**src/sv/tsc_pkg.sv**
```systemverilog
// ----------------------------------------------------------------------------
// tsc_pkg
// shared widths, codes and the copy command type of the scroll copy generator
// ----------------------------------------------------------------------------
`default_nettype none

package tsc_pkg;

   localparam int SCREEN_TILES_W_DEF = 32;
   localparam int SCREEN_TILES_H_DEF = 24;
   localparam int MAX_MAP_TILES_DEF  = 1024;

   localparam int KIND_W      = 3;
   localparam int COORD_W     = 16;
   localparam int ROW_OFS_W   = 5;
   localparam int CFG_W       = 11;
   localparam int CSR_INDEX_W = 4;
   localparam int SRC_W       = 21;
   localparam int DST_W       = 11;
   localparam int SCROLL_W    = 13;
   localparam int COL_W       = 6;
   localparam int ROW_W       = 5;

   // item kinds
   localparam logic [KIND_W-1:0] KIND_STEP_RIGHT = 3'd0;
   localparam logic [KIND_W-1:0] KIND_STEP_LEFT  = 3'd1;
   localparam logic [KIND_W-1:0] KIND_STEP_DOWN  = 3'd2;
   localparam logic [KIND_W-1:0] KIND_STEP_UP    = 3'd3;
   localparam logic [KIND_W-1:0] KIND_SET_POS    = 3'd4;
   localparam logic [KIND_W-1:0] KIND_LOAD_ROW   = 3'd5;

   // register indexes
   localparam logic [CSR_INDEX_W-1:0] CSR_TILE_COLS = 4'd0;
   localparam logic [CSR_INDEX_W-1:0] CSR_TILE_ROWS = 4'd1;

   localparam logic [CFG_W-1:0] TILE_COLS_RESET = 11'd64;
   localparam logic [CFG_W-1:0] TILE_ROWS_RESET = 11'd32;

   // one classified transaction, front to back
   typedef struct packed {
      logic                copy;
      logic                vertical;
      logic [SRC_W-1:0]    src;
      logic [COL_W-1:0]    col;
      logic [ROW_W-1:0]    row;
      logic [SCROLL_W-1:0] scroll_x;
      logic [SCROLL_W-1:0] scroll_y;
   } copy_cmd_type;

endpackage

`default_nettype wire

```
**src/sv/tsc_front.sv**
```systemverilog
// ----------------------------------------------------------------------------
// tsc_front
// accepts transactions, keeps the scroll position and classifies each step
// ----------------------------------------------------------------------------
`default_nettype none

module tsc_front
   import tsc_pkg::*;
#(
   parameter int SCREEN_TILES_W = SCREEN_TILES_W_DEF,
   parameter int SCREEN_TILES_H = SCREEN_TILES_H_DEF,
   parameter int MAX_MAP_TILES  = MAX_MAP_TILES_DEF,
   localparam int EW = $clog2(MAX_MAP_TILES + 1)
) (
   input  wire logic                        clock,
   input  wire logic                        reset,
   input  wire logic [CFG_W-1:0]            tile_cols,
   input  wire logic [CFG_W-1:0]            tile_rows,
   input  wire logic                        req_valid,
   output logic                             req_stall,
   input  wire logic [KIND_W-1:0]           req_kind,
   input  wire logic signed [COORD_W-1:0]   req_pos_x,
   input  wire logic signed [COORD_W-1:0]   req_pos_y,
   input  wire logic [ROW_OFS_W-1:0]        req_row_offset,
   output logic [EW-1:0]                    eff_width,
   output logic                             push,
   output copy_cmd_type                     push_cmd,
   input  wire logic                        full
);

   localparam int PW     = EW + 3;
   localparam int TCW    = EW + 1;
   localparam int CW     = (CFG_W > EW) ? CFG_W : EW;
   localparam int PROD_W = TCW + EW;
   localparam int SUM_W  = PROD_W + SRC_W;
   localparam int SW     = PW + COORD_W;

   logic [EW-1:0]  eff_height;
   logic [PW-1:0]  limit_x;
   logic [PW-1:0]  limit_y;
   logic [TCW-1:0] tile_x;
   logic [TCW-1:0] tile_y;
   logic [PW-1:0]  set_x;
   logic [PW-1:0]  set_y;
   logic           accept;

   logic [PW-1:0]  pos_x_ff, pos_x_in;
   logic [PW-1:0]  pos_y_ff, pos_y_in;
   logic           stg_valid_ff, stg_valid_in;
   logic           stg_copy_ff, stg_copy_in;
   logic           stg_vert_ff, stg_vert_in;
   logic [TCW-1:0] stg_col_ff, stg_col_in;
   logic [TCW-1:0] stg_row_ff, stg_row_in;

   logic [PROD_W-1:0] prod;
   logic [SUM_W-1:0]  sum;

   // map size saturated to the legal range
   always_comb begin
      if (CW'(tile_cols) < CW'(SCREEN_TILES_W)) begin
         eff_width = EW'(SCREEN_TILES_W);
      end else if (CW'(tile_cols) > CW'(MAX_MAP_TILES)) begin
         eff_width = EW'(MAX_MAP_TILES);
      end else begin
         eff_width = EW'(tile_cols);
      end
      if (CW'(tile_rows) < CW'(SCREEN_TILES_H)) begin
         eff_height = EW'(SCREEN_TILES_H);
      end else if (CW'(tile_rows) > CW'(MAX_MAP_TILES)) begin
         eff_height = EW'(MAX_MAP_TILES);
      end else begin
         eff_height = EW'(tile_rows);
      end
   end

   assign limit_x = {eff_width - EW'(SCREEN_TILES_W), 3'b000};
   assign limit_y = {eff_height - EW'(SCREEN_TILES_H), 3'b000};
   assign tile_x  = TCW'(pos_x_ff[PW-1:3]);
   assign tile_y  = TCW'(pos_y_ff[PW-1:3]);

   // set position clamp
   always_comb begin
      if (req_pos_x[COORD_W-1]) begin
         set_x = '0;
      end else if (SW'($unsigned(req_pos_x)) > SW'(limit_x)) begin
         set_x = limit_x;
      end else begin
         set_x = PW'($unsigned(req_pos_x));
      end
      if (req_pos_y[COORD_W-1]) begin
         set_y = '0;
      end else if (SW'($unsigned(req_pos_y)) > SW'(limit_y)) begin
         set_y = limit_y;
      end else begin
         set_y = PW'($unsigned(req_pos_y));
      end
   end

   assign req_stall = stg_valid_ff && full;
   assign accept    = req_valid && !req_stall;
   assign push      = stg_valid_ff && !full;

   always_comb begin
      pos_x_in     = pos_x_ff;
      pos_y_in     = pos_y_ff;
      stg_copy_in  = stg_copy_ff;
      stg_vert_in  = stg_vert_ff;
      stg_col_in   = stg_col_ff;
      stg_row_in   = stg_row_ff;
      stg_valid_in = push ? 1'b0 : stg_valid_ff;
      if (accept) begin
         stg_valid_in = 1'b1;
         stg_copy_in  = 1'b0;
         stg_vert_in  = 1'b0;
         stg_col_in   = tile_x;
         stg_row_in   = tile_y;
         case (req_kind)
            KIND_STEP_RIGHT: begin
               if (pos_x_ff < limit_x) begin
                  pos_x_in = pos_x_ff + PW'(1);
                  if (pos_x_ff[2:0] == 3'b111) begin
                     stg_copy_in = 1'b1;
                     stg_vert_in = 1'b1;
                     stg_col_in  = tile_x + TCW'(SCREEN_TILES_W + 1);
                  end
               end
            end
            KIND_STEP_LEFT: begin
               if (pos_x_ff != '0) begin
                  pos_x_in = pos_x_ff - PW'(1);
                  if (pos_x_ff[2:0] == 3'b000) begin
                     stg_copy_in = 1'b1;
                     stg_vert_in = 1'b1;
                     stg_col_in  = tile_x - TCW'(1);
                  end
               end
            end
            KIND_STEP_DOWN: begin
               if (pos_y_ff < limit_y) begin
                  pos_y_in = pos_y_ff + PW'(1);
                  if (pos_y_ff[2:0] == 3'b111) begin
                     stg_copy_in = 1'b1;
                     stg_row_in  = tile_y + TCW'(SCREEN_TILES_H + 1);
                  end
               end
            end
            KIND_STEP_UP: begin
               if (pos_y_ff != '0) begin
                  pos_y_in = pos_y_ff - PW'(1);
                  if (pos_y_ff[2:0] == 3'b000) begin
                     stg_copy_in = 1'b1;
                     stg_row_in  = tile_y - TCW'(1);
                  end
               end
            end
            KIND_SET_POS: begin
               pos_x_in = set_x;
               pos_y_in = set_y;
            end
            KIND_LOAD_ROW: begin
               stg_copy_in = 1'b1;
               stg_row_in  = tile_y + TCW'(req_row_offset);
            end
            default: begin
            end
         endcase
      end
   end

   always_ff @(posedge clock) begin
      if (reset) begin
         pos_x_ff     <= '0;
         pos_y_ff     <= '0;
         stg_valid_ff <= 1'b0;
      end else begin
         pos_x_ff     <= pos_x_in;
         pos_y_ff     <= pos_y_in;
         stg_valid_ff <= stg_valid_in;
      end
   end

   // stage payload; scroll taken from the position registers, already updated
   always_ff @(posedge clock) begin
      stg_copy_ff <= stg_copy_in;
      stg_vert_ff <= stg_vert_in;
      stg_col_ff  <= stg_col_in;
      stg_row_ff  <= stg_row_in;
   end

   // source index of the first copy
   assign prod = PROD_W'(stg_row_ff) * PROD_W'(eff_width);
   assign sum  = SUM_W'(prod) + SUM_W'(stg_col_ff);

   always_comb begin
      push_cmd.copy     = stg_copy_ff;
      push_cmd.vertical = stg_vert_ff;
      push_cmd.src      = sum[SRC_W-1:0];
      push_cmd.col      = stg_col_ff[COL_W-1:0];
      push_cmd.row      = stg_row_ff[ROW_W-1:0];
      push_cmd.scroll_x = SCROLL_W'(pos_x_ff);
      push_cmd.scroll_y = SCROLL_W'(pos_y_ff);
   end

endmodule

`default_nettype wire

```
**src/sv/tsc_queue.sv**
```systemverilog
// ----------------------------------------------------------------------------
// tsc_queue
// two-entry command queue between classifier and copy cursor
// ----------------------------------------------------------------------------
`default_nettype none

module tsc_queue
   import tsc_pkg::*;
(
   input  wire logic          clock,
   input  wire logic          reset,
   input  wire logic          push,
   input  wire copy_cmd_type  push_cmd,
   output logic               full,
   input  wire logic          pop,
   output copy_cmd_type       pop_cmd,
   output logic               not_empty
);

   localparam int DEPTH = 2;
   localparam int AW    = $clog2(DEPTH);
   localparam int CNTW  = $clog2(DEPTH + 1);

   copy_cmd_type    entry_ff [DEPTH];
   logic [AW-1:0]   wr_ptr_ff, wr_ptr_in;
   logic [AW-1:0]   rd_ptr_ff, rd_ptr_in;
   logic [CNTW-1:0] count_ff, count_in;

   assign full      = (count_ff == CNTW'(DEPTH));
   assign not_empty = (count_ff != '0);
   assign pop_cmd   = entry_ff[rd_ptr_ff];

   always_comb begin
      wr_ptr_in = push ? wr_ptr_ff + AW'(1) : wr_ptr_ff;
      rd_ptr_in = pop ? rd_ptr_ff + AW'(1) : rd_ptr_ff;
      count_in  = count_ff;
      if (push && !pop) begin
         count_in = count_ff + CNTW'(1);
      end else if (pop && !push) begin
         count_in = count_ff - CNTW'(1);
      end
   end

   always_ff @(posedge clock) begin
      if (reset) begin
         wr_ptr_ff <= '0;
         rd_ptr_ff <= '0;
         count_ff  <= '0;
      end else begin
         wr_ptr_ff <= wr_ptr_in;
         rd_ptr_ff <= rd_ptr_in;
         count_ff  <= count_in;
      end
   end

   always_ff @(posedge clock) begin
      if (push) begin
         entry_ff[wr_ptr_ff] <= push_cmd;
      end
   end

endmodule

`default_nettype wire

```
**src/sv/tsc_back.sv**
```systemverilog
// ----------------------------------------------------------------------------
// tsc_back
// copy cursor: walks each burst, one copy per cycle while rsp_stall is low, into the result register
// ----------------------------------------------------------------------------
`default_nettype none

module tsc_back
   import tsc_pkg::*;
#(
   parameter int SCREEN_TILES_W = SCREEN_TILES_W_DEF,
   parameter int SCREEN_TILES_H = SCREEN_TILES_H_DEF,
   parameter int MAX_MAP_TILES  = MAX_MAP_TILES_DEF,
   localparam int EW = $clog2(MAX_MAP_TILES + 1)
) (
   input  wire logic                 clock,
   input  wire logic                 reset,
   input  wire logic [EW-1:0]        eff_width,
   input  wire logic                 cmd_valid,
   input  wire copy_cmd_type         cmd,
   output logic                      pop,
   output logic                      rsp_valid,
   input  wire logic                 rsp_stall,
   output logic                      rsp_copy_valid,
   output logic [SRC_W-1:0]          rsp_source_entry,
   output logic [DST_W-1:0]          rsp_dest_entry,
   output logic [SCROLL_W-1:0]       rsp_scroll_x,
   output logic [SCROLL_W-1:0]       rsp_scroll_y,
   output logic                      rsp_last
);

   localparam int MAXN  = ((SCREEN_TILES_W > SCREEN_TILES_H) ?
                           SCREEN_TILES_W : SCREEN_TILES_H) + 1;
   localparam int CNT_W = $clog2(MAXN + 1);

   logic                slot_free;
   logic                busy;
   logic                emit;
   logic                cur_copy;
   logic                cur_vert;
   logic [SRC_W-1:0]    cur_src;
   logic [COL_W-1:0]    cur_col;
   logic [ROW_W-1:0]    cur_row;
   logic [SCROLL_W-1:0] cur_sx;
   logic [SCROLL_W-1:0] cur_sy;
   logic [CNT_W-1:0]    cur_rem;

   logic [CNT_W-1:0]    rem_ff, rem_in;
   logic                vert_ff, vert_in;
   logic [SRC_W-1:0]    src_ff, src_in;
   logic [COL_W-1:0]    col_ff, col_in;
   logic [ROW_W-1:0]    row_ff, row_in;
   logic [SCROLL_W-1:0] sx_ff, sx_in;
   logic [SCROLL_W-1:0] sy_ff, sy_in;

   logic                out_valid_ff, out_valid_in;
   logic                out_copy_ff, out_copy_in;
   logic [SRC_W-1:0]    out_src_ff, out_src_in;
   logic [DST_W-1:0]    out_dst_ff, out_dst_in;
   logic [SCROLL_W-1:0] out_sx_ff, out_sx_in;
   logic [SCROLL_W-1:0] out_sy_ff, out_sy_in;
   logic                out_last_ff, out_last_in;

   assign slot_free = !out_valid_ff || !rsp_stall;
   assign busy      = (rem_ff != '0);
   assign emit      = slot_free && (busy || cmd_valid);
   assign pop       = slot_free && !busy && cmd_valid;

   // a running burst goes first, otherwise the head of the queue
   always_comb begin
      if (busy) begin
         cur_copy = 1'b1;
         cur_vert = vert_ff;
         cur_src  = src_ff;
         cur_col  = col_ff;
         cur_row  = row_ff;
         cur_sx   = sx_ff;
         cur_sy   = sy_ff;
         cur_rem  = rem_ff;
      end else begin
         cur_copy = cmd.copy;
         cur_vert = cmd.vertical;
         cur_src  = cmd.src;
         cur_col  = cmd.col;
         cur_row  = cmd.row;
         cur_sx   = cmd.scroll_x;
         cur_sy   = cmd.scroll_y;
         cur_rem  = cmd.vertical ? CNT_W'(SCREEN_TILES_H + 1) : CNT_W'(SCREEN_TILES_W + 1);
      end
   end

   always_comb begin
      rem_in       = rem_ff;
      vert_in      = vert_ff;
      src_in       = src_ff;
      col_in       = col_ff;
      row_in       = row_ff;
      sx_in        = sx_ff;
      sy_in        = sy_ff;
      out_valid_in = out_valid_ff && rsp_stall;
      out_copy_in  = out_copy_ff;
      out_src_in   = out_src_ff;
      out_dst_in   = out_dst_ff;
      out_sx_in    = out_sx_ff;
      out_sy_in    = out_sy_ff;
      out_last_in  = out_last_ff;
      if (emit) begin
         out_valid_in = 1'b1;
         out_copy_in  = cur_copy;
         out_sx_in    = cur_sx;
         out_sy_in    = cur_sy;
         if (cur_copy) begin
            out_src_in  = cur_src;
            out_dst_in  = {cur_col[COL_W-1], cur_row, cur_col[COL_W-2:0]};
            out_last_in = (cur_rem == CNT_W'(1));
            rem_in      = cur_rem - CNT_W'(1);
            vert_in     = cur_vert;
            src_in      = cur_src + (cur_vert ? SRC_W'(eff_width) : SRC_W'(1));
            col_in      = cur_vert ? cur_col : cur_col + COL_W'(1);
            row_in      = cur_vert ? cur_row + ROW_W'(1) : cur_row;
            sx_in       = cur_sx;
            sy_in       = cur_sy;
         end else begin
            out_src_in  = '0;
            out_dst_in  = '0;
            out_last_in = 1'b1;
         end
      end
   end

   always_ff @(posedge clock) begin
      if (reset) begin
         rem_ff       <= '0;
         out_valid_ff <= 1'b0;
      end else begin
         rem_ff       <= rem_in;
         out_valid_ff <= out_valid_in;
      end
   end

   always_ff @(posedge clock) begin
      vert_ff     <= vert_in;
      src_ff      <= src_in;
      col_ff      <= col_in;
      row_ff      <= row_in;
      sx_ff       <= sx_in;
      sy_ff       <= sy_in;
      out_copy_ff <= out_copy_in;
      out_src_ff  <= out_src_in;
      out_dst_ff  <= out_dst_in;
      out_sx_ff   <= out_sx_in;
      out_sy_ff   <= out_sy_in;
      out_last_ff <= out_last_in;
   end

   assign rsp_valid        = out_valid_ff;
   assign rsp_copy_valid   = out_copy_ff;
   assign rsp_source_entry = out_src_ff;
   assign rsp_dest_entry   = out_dst_ff;
   assign rsp_scroll_x     = out_sx_ff;
   assign rsp_scroll_y     = out_sy_ff;
   assign rsp_last         = out_last_ff;

endmodule

`default_nettype wire

```
**src/sv/tilemap_scroll_copy_generator.sv**
```systemverilog
// ----------------------------------------------------------------------------
// tilemap_scroll_copy_generator
// scroll position keeper and tile copy list generator for a streamed tile map
// ----------------------------------------------------------------------------
// Each request transaction is a one-pixel step, a set position or a load row.
// A step that stays inside a tile, a step at the limit, a set position or an
// unknown kind returns a single status response (copy_valid low, last high).
// A step that crosses a tile boundary returns a column burst of
// SCREEN_TILES_H+1 copies (25 by default) or a row burst of SCREEN_TILES_W+1
// copies (33 by default), and a load row returns a row burst; the copy
// cursor of the back end walks the burst one entry per cycle and holds it
// while rsp_stall is high. A request passes the front-end stage register,
// the command queue and the back-end response register before its first
// response is on the ports. The front end keeps the position and holds one
// classified request; it stalls requests only while that request cannot
// enter the full two-entry command queue, so up to three requests wait ahead
// of a running burst. Every response carries the position after its request.
// Map size registers are to be written only while the block is idle; the
// block itself does not enforce this. There is no clearing pass after reset.
// ----------------------------------------------------------------------------
`default_nettype none

module tilemap_scroll_copy_generator
   import tsc_pkg::*;
#(
   parameter int SCREEN_TILES_W = SCREEN_TILES_W_DEF,
   parameter int SCREEN_TILES_H = SCREEN_TILES_H_DEF,
   parameter int MAX_MAP_TILES  = MAX_MAP_TILES_DEF
) (
   input  wire logic                      clock,
   input  wire logic                      reset,
   // register write port
   input  wire logic                      csr_write_enable,
   input  wire logic [CSR_INDEX_W-1:0]    csr_index,
   input  wire logic [CFG_W-1:0]          csr_write_data,
   // request channel
   input  wire logic                      req_valid,
   output logic                           req_stall,
   input  wire logic [KIND_W-1:0]         req_kind,
   input  wire logic signed [COORD_W-1:0] req_pos_x,
   input  wire logic signed [COORD_W-1:0] req_pos_y,
   input  wire logic [ROW_OFS_W-1:0]      req_row_offset,
   // response channel
   output logic                           rsp_valid,
   input  wire logic                      rsp_stall,
   output logic                           rsp_copy_valid,
   output logic [SRC_W-1:0]               rsp_source_entry,
   output logic [DST_W-1:0]               rsp_dest_entry,
   output logic [SCROLL_W-1:0]            rsp_scroll_x,
   output logic [SCROLL_W-1:0]            rsp_scroll_y,
   output logic                           rsp_last
);

   localparam int EW = $clog2(MAX_MAP_TILES + 1);

   logic [CFG_W-1:0] tile_cols_ff, tile_cols_in;
   logic [CFG_W-1:0] tile_rows_ff, tile_rows_in;

   logic [EW-1:0]    eff_width;
   logic             push;
   copy_cmd_type     push_cmd;
   logic             full;
   logic             pop;
   copy_cmd_type     pop_cmd;
   logic             not_empty;

   // map size registers keep the written bits, saturation happens on use
   always_comb begin
      tile_cols_in = tile_cols_ff;
      tile_rows_in = tile_rows_ff;
      if (csr_write_enable) begin
         case (csr_index)
            CSR_TILE_COLS: tile_cols_in = csr_write_data;
            CSR_TILE_ROWS: tile_rows_in = csr_write_data;
            default: begin
            end
         endcase
      end
   end

   always_ff @(posedge clock) begin
      if (reset) begin
         tile_cols_ff <= TILE_COLS_RESET;
         tile_rows_ff <= TILE_ROWS_RESET;
      end else begin
         tile_cols_ff <= tile_cols_in;
         tile_rows_ff <= tile_rows_in;
      end
   end

   // front end: position, limits and burst start
   tsc_front #(
      .SCREEN_TILES_W (SCREEN_TILES_W),
      .SCREEN_TILES_H (SCREEN_TILES_H),
      .MAX_MAP_TILES  (MAX_MAP_TILES)
   ) u_front (
      .clock          (clock),
      .reset          (reset),
      .tile_cols      (tile_cols_ff),
      .tile_rows      (tile_rows_ff),
      .req_valid      (req_valid),
      .req_stall      (req_stall),
      .req_kind       (req_kind),
      .req_pos_x      (req_pos_x),
      .req_pos_y      (req_pos_y),
      .req_row_offset (req_row_offset),
      .eff_width      (eff_width),
      .push           (push),
      .push_cmd       (push_cmd),
      .full           (full)
   );

   // decouples classification from burst output
   tsc_queue u_queue (
      .clock     (clock),
      .reset     (reset),
      .push      (push),
      .push_cmd  (push_cmd),
      .full      (full),
      .pop       (pop),
      .pop_cmd   (pop_cmd),
      .not_empty (not_empty)
   );

   // back end: one copy per cycle into the response register while rsp_stall is low
   tsc_back #(
      .SCREEN_TILES_W (SCREEN_TILES_W),
      .SCREEN_TILES_H (SCREEN_TILES_H),
      .MAX_MAP_TILES  (MAX_MAP_TILES)
   ) u_back (
      .clock            (clock),
      .reset            (reset),
      .eff_width        (eff_width),
      .cmd_valid        (not_empty),
      .cmd              (pop_cmd),
      .pop              (pop),
      .rsp_valid        (rsp_valid),
      .rsp_stall        (rsp_stall),
      .rsp_copy_valid   (rsp_copy_valid),
      .rsp_source_entry (rsp_source_entry),
      .rsp_dest_entry   (rsp_dest_entry),
      .rsp_scroll_x     (rsp_scroll_x),
      .rsp_scroll_y     (rsp_scroll_y),
      .rsp_last         (rsp_last)
   );

endmodule

`default_nettype wire

```
**config.mk**
```make
export PLATFORM = sky130hd
export DESIGN_NAME = tilemap_scroll_copy_generator
export DESIGN_NICKNAME = d
export VERILOG_FILES = /design/src/sv/tsc_pkg.sv /design/src/sv/tsc_front.sv /design/src/sv/tsc_queue.sv /design/src/sv/tsc_back.sv /design/src/sv/tilemap_scroll_copy_generator.sv
export SDC_FILE = /design/constraint.sdc
export NUM_CORES = 1
export LEC_CHECK = 0
export ABC_AREA = 1
export CORE_UTILIZATION = 51
export CTS_BUF_LIST = sky130_fd_sc_hd__clkbuf_8
export DETAILED_ROUTE_END_ITERATION = 8
export DONT_BUFFER_PORTS = 1
export PLACE_DENSITY = 0.66
export SETUP_SLACK_MARGIN = 0.3
export SYNTH_ARGS = -nofsm -noshare
export SYNTH_HDL_FRONTEND = slang
export SYNTH_SLANG_ARGS = --single-unit
```
**constraint.sdc**
```tcl
create_clock -name clock -period 8.9 [get_ports clock]
set_input_delay 1.78 -clock clock [delete_from_list [all_inputs] [get_ports clock]]
set_output_delay 1.78 -clock clock [all_outputs]
set_load 0.03 [all_outputs]
```
==> reports/metrics.cfg, run 1 <==
[synthesis]
synthesis.area_um2=22630
ys.flop_type=edfxtp_1
async_flop_share_pct=0
yosysUniqueCellTypes=61
ys_seq_area_share_pct=40.73
avgSynthCellArea_um2=8.685
ys_warn_count=0
ys_seq_elements=328
synth_edf_count=265
netlist_instances=2606

[finish]
drive_gt1_share_pct=6.626
syn_to_final_growth_pct=6.766
final_common_cell=nand2_1
final_util_pct=55.61
seq_area_um2=9220
final_cells=3227
final_cell_mix=nand2_1 (532), inv_1 (356), nor2_1 (297)
multi_input_area_um2=11660
fill_cells=3983
nNetsFinal=2902

[timing]
rsz0062_at_grt=no
maxSlewHeadroom_pct=20.09
timing_worst_slew_pin_value_ps=1189
setup_tns_ps=0
clock_skew_ps=34.15
max_freq_ghz=0.1600
hold_violations=0
period_share_pct=70.21
slew_viol_final=0
period_needed_ps=6249
finalSetupViolCount=0

[placed_design]
gp_congestion=0.9228
dpl.hpwl_um=42880
dp_cells=3120
portBuffers=0

[worst_setup_path]
end_kind=flop
rrSetupSlack_ps=2650
crit_fanout=15
worstReg2RegStart=tile_cols_ff[10]$_SDFFE_PP0P_
reg2reg_to=u_queue.entry_ff[0][57]$_DFFE_PP_
r2r.worst_path.cells=21
required_ps=9270
critPathKind=reg -> reg
startpoint=tile_cols_ff[10]$_SDFFE_PP0P_
critPathArrivalTime_ps=6610
crit_path_start_kind=flop

[clocking]
htree_num_levels=2
cts-root-buf=clkbuf_8
clock_latency_ps=650
cts_max_path_buffers=3
clkTransAtPathRegs_ps=60
postCtsSetupRepairBufs=0
cts_buffers=56
clkSinkCount=328
cts_resized=0
cts_tree=done
holdBufCountCts=0

[global_route]
grt_pass1_vias=17170
grt_usage_pct=26.38
grt_max_degree=62
grt_pass1_wl_um=92290
grt_overflow_total=0
antenna_found_initial=0

[floorplan]
io_pins=122
start_util_pct=52.08
core_area_um2=43460
die_w_um=212.7
dieHeight_um=212.7
rows=76
die-area_um2=45230

[detailed_routing]
dr.pass1.iters=5
ant_nets=0
post-route-drc-count=0
via_per_inst=5.476
vias=17670
drt_iter0_markers=1476
routedWlPerCell_um=18.01
drt_wl_total_um=58130

[hold_path]
worstHoldPathCells=0
min_from=u_front.stg_copy_ff$_DFFE_PP_
holdPathEnd=u_queue.entry_ff[1][59]$_DFFE_PP_
min-delay-path-class=reg -> reg

[power_and_ir_drop]
ir_drop_v=0.0002584
p_leak_nw=10.77
power_density_nw_per_um2=277.4

[run]
cap_violations=0

[run_status]
outcome=finished clean

-- report_power, final --
part           switching [mW]  internal (mW)  total (mW)
combinational            1.68          0.780        2.46
clock                   0.648          0.656        1.30
sequential              0.507           2.44        2.95
total                    2.83           3.87        6.70
-- sequential cells by signal, indices dropped and copies added, names as in the netlist, 2 cells and up, named ones only --
register / flops
u_back.rsp_scroll_y: 13
u_front.pos_y_ff: 14
u_front.stg_row_ff: 12
u_back.col_ff: 6
tile_cols_ff: 11
tile_rows_ff: 11
u_back.sy_ff: 13
u_front.stg_col_ff: 12
u_queue.entry_ff: 120
u_back.rsp_scroll_x: 13
u_back.src_ff: 21
u_back.rsp_dest_entry: 11
u_back.sx_ff: 13
u_back.row_ff: 5
u_back.rem_ff: 6
u_queue.count_ff: 2
u_back.rsp_source_entry: 21
u_front.pos_x_ff: 14
-- layout make-up --
type / count / share of cell area (%)
Antenna cell: 1 / 0.01036
Clock buffer: 56 / 3.189
Clock inverter: 50 / 1.232
Inverter: 362 / 5.623
Multi-Input combinational cell: 1829 / 48.27
Sequential cell: 328 / 38.15
Tap cell: 585 / 3.029
Timing Repair Buffer: 16 / 0.4970
-- worst max-delay path by stage --
stage,endpoint,depth (start not counted)
finish,u_queue.entry_ff[0][57]$_DFFE_PP_,21
global route,u_queue.entry_ff[1][55]$_DFFE_PP_,21
CTS,u_queue.entry_ff[1][55]$_DFFE_PP_,21
detailed placement,u_queue.entry_ff[0][55]$_DFFE_PP_,21
global placement,u_queue.entry_ff[0][55]$_DFFE_PP_,21
floorplan,u_back.rem_ff[4]$_SDFFE_PP0P_,10
-- through the flow --
stage          total power [mW]  cell area [um2]  setup WS [ps]  hold WS (ps)
6_report                  6.705            24170           2651         451.1
5_1_grt                   7.197            24160           2109         459.7
4_1_cts                   6.752            24160           2663         454.1
3_5_place_dp              5.422            23090           2670         439.4
3_3_place_gp              5.371            23090           2852         424.8
2_1_floorplan             4.781            22650           1877         421.5
-- layer usage --
layer  up-vias  global-route usage, %  part of all wire [%]
met1      8422                  37.25                    46
met5         -                      0                     0
met3        78                  5.427                   7.5
li1       8598                      -                     -
met4         0                  8.013                   2.3
met2       574                  40.76                    44
-- cells by family after synthesis --
| kind of cell | share of synthesized area, % |
|---|---|
| AND/OR/NAND/NOR | 20.97 |
| buffers and inverters | 7.910 |
| AO/OA/AOI/OAI | 9.724 |
| flip-flops | 40.73 |
| adder cells (fa/ha/maj) | 17.21 |
| XOR/XNOR | 2.902 |
| multiplexers | 0.5307 |
| other | 0.01657 |
-- worst max-delay path: stages (launching register included) --
cell,delay [ps]
dfxtp_1,680
inv_1,190
nand2b_1,180
nand3_1,300
clkinv_1,300
nand2_1,120
fa_1,550
fa_1,440
fa_1,500
inv_1,60
fa_1,530
inv_1,60
fa_1,530
inv_1,40
ha_1,340
a21oi_1,160
o21a_1,130
nand2_1,70
a21boi_0,340
nor3_1,110
o21ai_0,230
xor2_1,120
-- Yosys cell counts, drive strengths merged (9+ instances only) --
library cell / number / area (um2)
nand2: 539 / 2051
inv: 356 / 1336
nor2: 314 / 1239
edfxtp: 265 / 7958
ha: 145 / 1814
a21oi: 142 / 714.4
o21ai: 139 / 710.7
nand3: 135 / 685.7
fa: 104 / 2082
dfxtp: 63 / 1261
clkbuf: 53 / 204.0
xor2: 50 / 437.9
buf: 37 / 227.7
nor3: 34 / 201.5
nand4: 31 / 215.2
o31ai: 31 / 232.7
or2: 30 / 187.7
xnor2: 25 / 219.0
o211ai: 19 / 142.6
and2: 16 / 100.1
mux2i: 12 / 120.1
o2111ai: 9 / 78.83
o21bai: 9 / 78.82
(Power assumes the default switching activity.)
==> inputs of run 2 (changes only) <==
Settings changed: PLACE_DENSITY 0.66 to 0.69.
Clock period 8.9 ns to 5.2 ns, I/O delays scaled along.
==> run 2 against run 1 <==
  * The flow now finishes with violations (setup timing)
  * Largest power group unchanged
  * Largest cell class unchanged
  * Highest routed layer unchanged
  * Non-clock buffer count increased by 82
  * Setup slack got worse by 2700 ps
  * Clock skew increased by 2.6 ps
  * Clock power increased by 84%
  * Maximum frequency increased by 20%
==> reports/metrics.cfg, run 2 (same netlist as run 1, synthesis figures left out) <==
[run_status]
outcome=finished with violations
violations=setup timing

[clocking]
htree_num_levels=2  ; unchanged
clkTransAtPathRegs_ps=60  ; about the same
cts-root-buf=clkbuf_8
cts_buffers=55  ; -1.8%
clkSinkCount=328  ; unchanged
cts_max_path_buffers=3  ; unchanged
clock_latency_ps=670  ; +20 ps
cts_tree=done

[worst_setup_path]
worstReg2RegStart=tile_cols_ff[1]$_SDFFE_PP0P_
crit_path_start_kind=flop
reg2reg_to=u_queue.entry_ff[1][49]$_DFFE_PP_
end_kind=flop
r2r.worst_path.cells=24  ; +14%
rrSetupSlack_ps=-0.06  ; -2650 ps
critPathArrivalTime_ps=5620  ; -990 ps
crit_fanout=5  ; -10
critPathKind=reg -> reg
required_ps=5620  ; -3650 ps

[hold_path]
min_from=reset
worstHoldPathCells=1  ; +1
min-delay-path-class=in -> reg
holdPathEnd=u_front.pos_x_ff[2]$_SDFFE_PP0P_

[finish]
drive_gt1_share_pct=12.94  ; +6.3 points
syn_to_final_growth_pct=11.99
final_common_cell=nand2_1
fill_cells=3892  ; -2.3%
final_cell_mix=nand2_1 (514), inv_1 (342), nor2_1 (285)
final_cell_area_um2=25350  ; +4.9%
top_register=u_queue.entry_ff
nNetsFinal=2985  ; +2.9%
n_antenna_cell=0  ; -1
largest_reg_flops=120  ; unchanged

[detailed_routing]
drt_wl_total_um=57960  ; -0.29%
routedWlPerCell_um=17.53  ; -2.7%
vias=18030  ; +2.0%
via_per_inst=5.453  ; -0.43%
drt_iter0_markers=1602  ; +8.5%
post-route-drc-count=0  ; unchanged
ant_nets=0  ; unchanged
dr.pass1.iters=6  ; +1

[placed_design]
dpl.hpwl_um=43200  ; +0.73%
portBuffers=0  ; unchanged
post_dp_cell_area_um2=23870  ; +3.3%
gp_congestion=0.9629  ; +4.3%
place_ws_ps=-83.74  ; -2754 ps

[timing]
clock_skew_ps=36.73  ; +2.584 ps
timing_worst_slew_pin_value_ps=1065  ; -124.6 ps
max_freq_ghz=0.1923  ; +20%
maxSlewHeadroom_pct=28.46  ; +8.4 points
finalSetupViolCount=1  ; +1
final.setup.worst_slack_ps=-0.05507  ; -2651 ps
hold_violations=0  ; unchanged
period_share_pct=100.0  ; +30 points
rsz0062_at_grt=yes
period_needed_ps=5200  ; -1049 ps
slew_viol_final=0  ; unchanged

[floorplan]
die_w_um=212.7  ; unchanged
dieHeight_um=212.7  ; unchanged
rows=76  ; unchanged
die-area_um2=45230  ; unchanged
core_area_um2=43460  ; unchanged
io_pins=122  ; unchanged
start_util_pct=52.08  ; unchanged

[global_route]
antenna_found_initial=0  ; unchanged
grt_max_degree=61  ; -1.6%
grt_pass1_vias=17650  ; +2.8%
grt_overflow_total=0  ; unchanged
grt_pass1_wl_um=92830  ; +0.58%
grt_usage_pct=26.35  ; about the same

[run]
cap_violations=0  ; unchanged

[power_and_ir_drop]
power_density_nw_per_um2=472.5  ; +70%
p_leak_nw=11.31  ; +5.0%
ir_drop_v=0.0003996  ; +55%

run 2: where the power goes:
part | total (mW) | internal [mW] | switching, mW
Sequential | 5.02 | 4.17 | 0.854
Clock | 2.39 | 1.30 | 1.09
Combinational | 4.56 | 1.57 | 2.99
run 2: through the flow:
stage / instances / setup TNS (ps) / hold WS, ps / total power [mW] / util (%)
floorplan: 2609 / 0 / 421.5 / 8.274 / -
global placement: 3184 / -12.24 / 430.1 / 9.349 / 54.92
detailed placement: 3184 / -321.8 / 456.2 / 9.508 / 54.92
CTS: 3295 / 0 / 413.5 / 11.96 / 57.83
global route: 3306 / -2191 / 431.7 / 12.81 / 58.33
finish: 3306 / -0.05507 / 454.7 / 11.98 / 58.33
run 2: repair_timing:
| action | in CTS | in global routing |
|---|---|---|
| gates cloned | 2 | 0 |
| hold buffers | 0 | 0 |
| pin swaps | 38 | 19 |
| gates resized for setup | 21 | 34 |
| endpoints found under the setup margin | 22 | 24 |
| buffers inserted | 7 | 11 |
run 2: layout make-up:
cell class | count | area (um2) | share of cell area, %
inverter | 362 | 1379 | 5.440
timing repair inverter | 2 | 10.01 | 0.03949
clock inverter | 44 | 342.8 | 1.352
tap | 585 | 732.0 | 2.888
sequential | 328 | 9224 | 36.39
clock buffer | 58 | 798.3 | 3.149
timing repair buffer | 98 | 792.0 | 3.125
multi-input combinational | 1829 | 12070 | 47.62
run 2: worst max-delay path by stage:
stage / slack [ps] / start / to / cells after the start
3_5_place_dp: -80 / tile_cols_ff[0]$_SDFFE_PP0P_ / u_queue.entry_ff[0][56]$_DFFE_PP_ / 22
3_3_place_gp: -6 / tile_cols_ff[0]$_SDFFE_PP0P_ / u_queue.entry_ff[0][56]$_DFFE_PP_ / 23
4_1_cts: 8 / tile_cols_ff[6]$_SDFFE_PP1P_ / u_queue.entry_ff[1][55]$_DFFE_PP_ / 23
6_report: -0.06 / tile_cols_ff[1]$_SDFFE_PP0P_ / u_queue.entry_ff[1][49]$_DFFE_PP_ / 24
5_1_grt: -240 / tile_cols_ff[1]$_SDFFE_PP0P_ / u_queue.entry_ff[1][56]$_DFFE_PP_ / 24
2_1_floorplan: 100 / tile_cols_ff[7]$_SDFFE_PP0P_ / u_queue.entry_ff[0][56]$_DFFE_PP_ / 23
run 2: per-layer routing:
layer / global-route usage [%] / vias to the layer above / part of all wire [%]
met5: 0 / - / 0
met4: 8.509 / 0 / 2.8
met3: 5.957 / 98 / 7.6
met2: 41.01 / 609 / 45
met1: 36.45 / 8569 / 45
li1: - / 8751 / -
run 2: worst max-delay path: stages, from the launching register on:
cell	delay [ps]
dfxtp_2	320
nor2_1	90
nand4_1	140
o21ai_4	240
buf_12	150
nand3_4	110
clkinv_4	100
nand2_4	50
fa_2	540
fa_1	440
fa_1	490
inv_1	50
fa_1	490
inv_2	40
fa_1	480
inv_2	40
ha_4	300
nand2_4	50
o21a_1	170
nand2_2	100
a21boi_4	70
buf_4	130
buf_4	120
buf_6	110
xnor2_4	120
==> inputs of run 3 (changes only) <==
Settings changed: CORE_UTILIZATION 51 to 49, PLACE_DENSITY 0.69 to 0.66.
==> run 3 against run 2 <==
  * The run still ends with setup timing left
  * Routed wire length is 2.3% higher
  * Worst hold slack gained 12 ps
  * Count of clock-buffer cells in the layout fell by 2
  * Sequential power about the same
  * First-iteration DRC count shrank 20%
  * Final area increased by 0.69%
  * Total power shrank 0.22%
==> reports/metrics.cfg, run 3 (same netlist as run 1, synthesis figures left out) <==
[hold_path]
min-delay-path-class=reg -> reg

[worst_setup_path]
max_stage_delay_ps=500  ; -40 ps
crit_fanout=6  ; +1
critPathBufInv=6  ; -2
critPathArrivalTime_ps=5730  ; +110 ps
end_kind=flop
critPathKind=reg -> reg
cp_cell_sequence=nor2_2, nand4_1, o21ai_4, buf_12, nand3_4, inv_8, buf_12, nand2_1, fa_2, fa_1, fa_1, inv_1, fa_1, inv_1, fa_1, inv_2, ha_4, a21oi_2, o21a_1, nand2_2, a21boi_4, nor3_2, o21ai_1, xor2_1
required_ps=5670  ; +50 ps
cp_common_cell=fa_1
crit_path_start_kind=flop
crit_path_top_delay_cell=fa_1
crit_family=adder cells

[timing]
maxSlewHeadroom_pct=25.90  ; -2.6 points
final.setup.worst_slack_ps=-55.72  ; -55.67 ps
clock_skew_ps=31.53  ; -5.199 ps
whs_ps=467.1  ; +12.32 ps
rsz0062_at_grt=yes
slew_viol_final=0  ; unchanged
period_needed_ps=5256  ; +55.67 ps
hold_violations=0  ; unchanged
finalSetupViolCount=8  ; +7
period_share_pct=101.1  ; +1.1 points
timing_worst_slew_pin_value_ps=1103  ; +38.14 ps
max_freq_ghz=0.1903  ; -1.1%

[placed_design]
place_ws_ps=-52.73  ; +31.01 ps
portBuffers=0  ; unchanged
gp_congestion=0.9278  ; -3.6%
dpl.hpwl_um=43810  ; +1.4%

[finish]
top_register=u_queue.entry_ff
n_antenna_cell=0  ; unchanged
drive_gt1_share_pct=14.12  ; +1.2 points
syn_to_final_growth_pct=12.76
nNetsFinal=2989  ; +0.13%
largest_reg_flops=120  ; unchanged
fill_cells=4180  ; +7.4%
final_common_cell=nand2_1
final_cell_mix=nand2_1 (508), inv_1 (335), nor2_1 (280)

[detailed_routing]
drt_wl_total_um=59310  ; +2.3%
ant_nets=0  ; unchanged
post-route-drc-count=0  ; unchanged
routedWlPerCell_um=17.83  ; +1.7%
dr.pass1.iters=5  ; -1
vias=18020  ; -0.061%
via_per_inst=5.415  ; -0.69%
drt_iter0_markers=1287  ; -20%

[power_and_ir_drop]
ir_drop_v=0.0004953  ; +24%
p_leak_nw=11.31  ; about the same
power_density_nw_per_um2=468.3  ; -0.90%
power_mw=11.95  ; -0.22%

[clocking]
cts_max_path_buffers=3  ; unchanged
clkTransAtPathRegs_ps=60  ; about the same
clkSinkCount=328  ; unchanged
cts-root-buf=clkbuf_8
cts_tree=done
cts_buffers=56  ; +1.8%
htree_num_levels=2  ; unchanged
clock_latency_ps=650  ; -20 ps

[floorplan]
io_pins=122  ; unchanged
die-area_um2=47060  ; +4.0%
start_util_pct=49.77  ; -2.3 points
core_area_um2=45480  ; +4.7%
dieHeight_um=216.9  ; +2.0%
rows=78  ; +2.6%
die_w_um=216.9  ; +2.0%

[global_route]
grt_pass1_wl_um=94620  ; +1.9%
grt_pass1_vias=17930  ; +1.6%
grt_max_degree=62  ; +1.6%
grt_usage_pct=25.56  ; -0.80 points
grt_overflow_total=0  ; unchanged
antenna_found_initial=0  ; unchanged

[run]
cap_violations=0  ; unchanged

[run_status]
violations=setup timing
outcome=finished with violations

-- run 3: changes by cell type in the layout (fill, tap and decap cells not counted), moves of 6 or more --
cell      delta
clkinv_1    +10
buf_6        +8
inv_1        -7
nand2_2      +7
nand2_1      -6
-- run 3: timing repair --
action                     4_1_cts  5_1_grt
resized for setup               25       78
pin swaps                       29       49
buffers inserted                11       12
setup endpoints to repair       22       28
hold buffers                     0        0
-- run 3: per-layer routing --
metal,GRT usage [%],share of wire [%],vias up
met2,40.29,45,549
met5,0,0,-
met3,5.493,6.8,99
li1,-,-,8767
met4,7.606,2.5,0
met1,35.33,46,8601
-- run 3: worst register-to-register path: stages (launching register included) --
cell and delay [ps]:
dfxtp_2 320, nor2_2 90, nand4_1 150, o21ai_4 260, buf_12 150, nand3_4 110
inv_8 100, buf_12 110, nand2_1 60, fa_2 360, fa_1 500, fa_1 490
inv_1 50, fa_1 480, inv_1 60, fa_1 490, inv_2 40, ha_4 230
a21oi_2 110, o21a_1 140, nand2_2 80, a21boi_4 220, nor3_2 70, o21ai_1 160
xor2_1 240
-- run 3: area by class of cell --
type	count	area, um2	area share [%]
clock buffers	56	770.7	3.020
repair buffers	103	867.1	3.397
inverters	362	1384	5.422
clock inverters	49	301.5	1.181
multi-input cells	1829	12220	47.89
well taps	600	750.7	2.941
flip-flops and latches	328	9226	36.15
-- run 3: through the flow --
stage	TNS (ps)	instance area [um2]	util, %	cells
after floorplan	0	22940	-	2609
after global placement	0	23880	52.52	3199
after detailed placement	-517.6	23880	52.52	3199
after CTS	0	25160	55.33	3315
after global routing	-4354	25520	56.12	3327
final	-237.2	25520	56.12	3327
-- run 3: final timing paths --
kind	start	to	slack (ps)	cells after the start
hold / removal	u_back.rem_ff[5]$_SDFFE_PP0P_	u_back.rem_ff[5]$_SDFFE_PP0P_	470	2
setup reg to reg	tile_cols_ff[1]$_SDFFE_PP0P_	u_queue.entry_ff[1][57]$_DFFE_PP_	-60	24
hold reg to reg	u_back.rem_ff[5]$_SDFFE_PP0P_	u_back.rem_ff[5]$_SDFFE_PP0P_	470	2
setup / recovery	tile_cols_ff[1]$_SDFFE_PP0P_	u_queue.entry_ff[1][57]$_DFFE_PP_	-60	24
-- run 3: where the power goes --
group          switching, mW  internal [mW]  total [mW]
registers              0.855           4.17        5.03
logic                   3.04           1.61        4.66
clock network           1.10           1.17        2.27
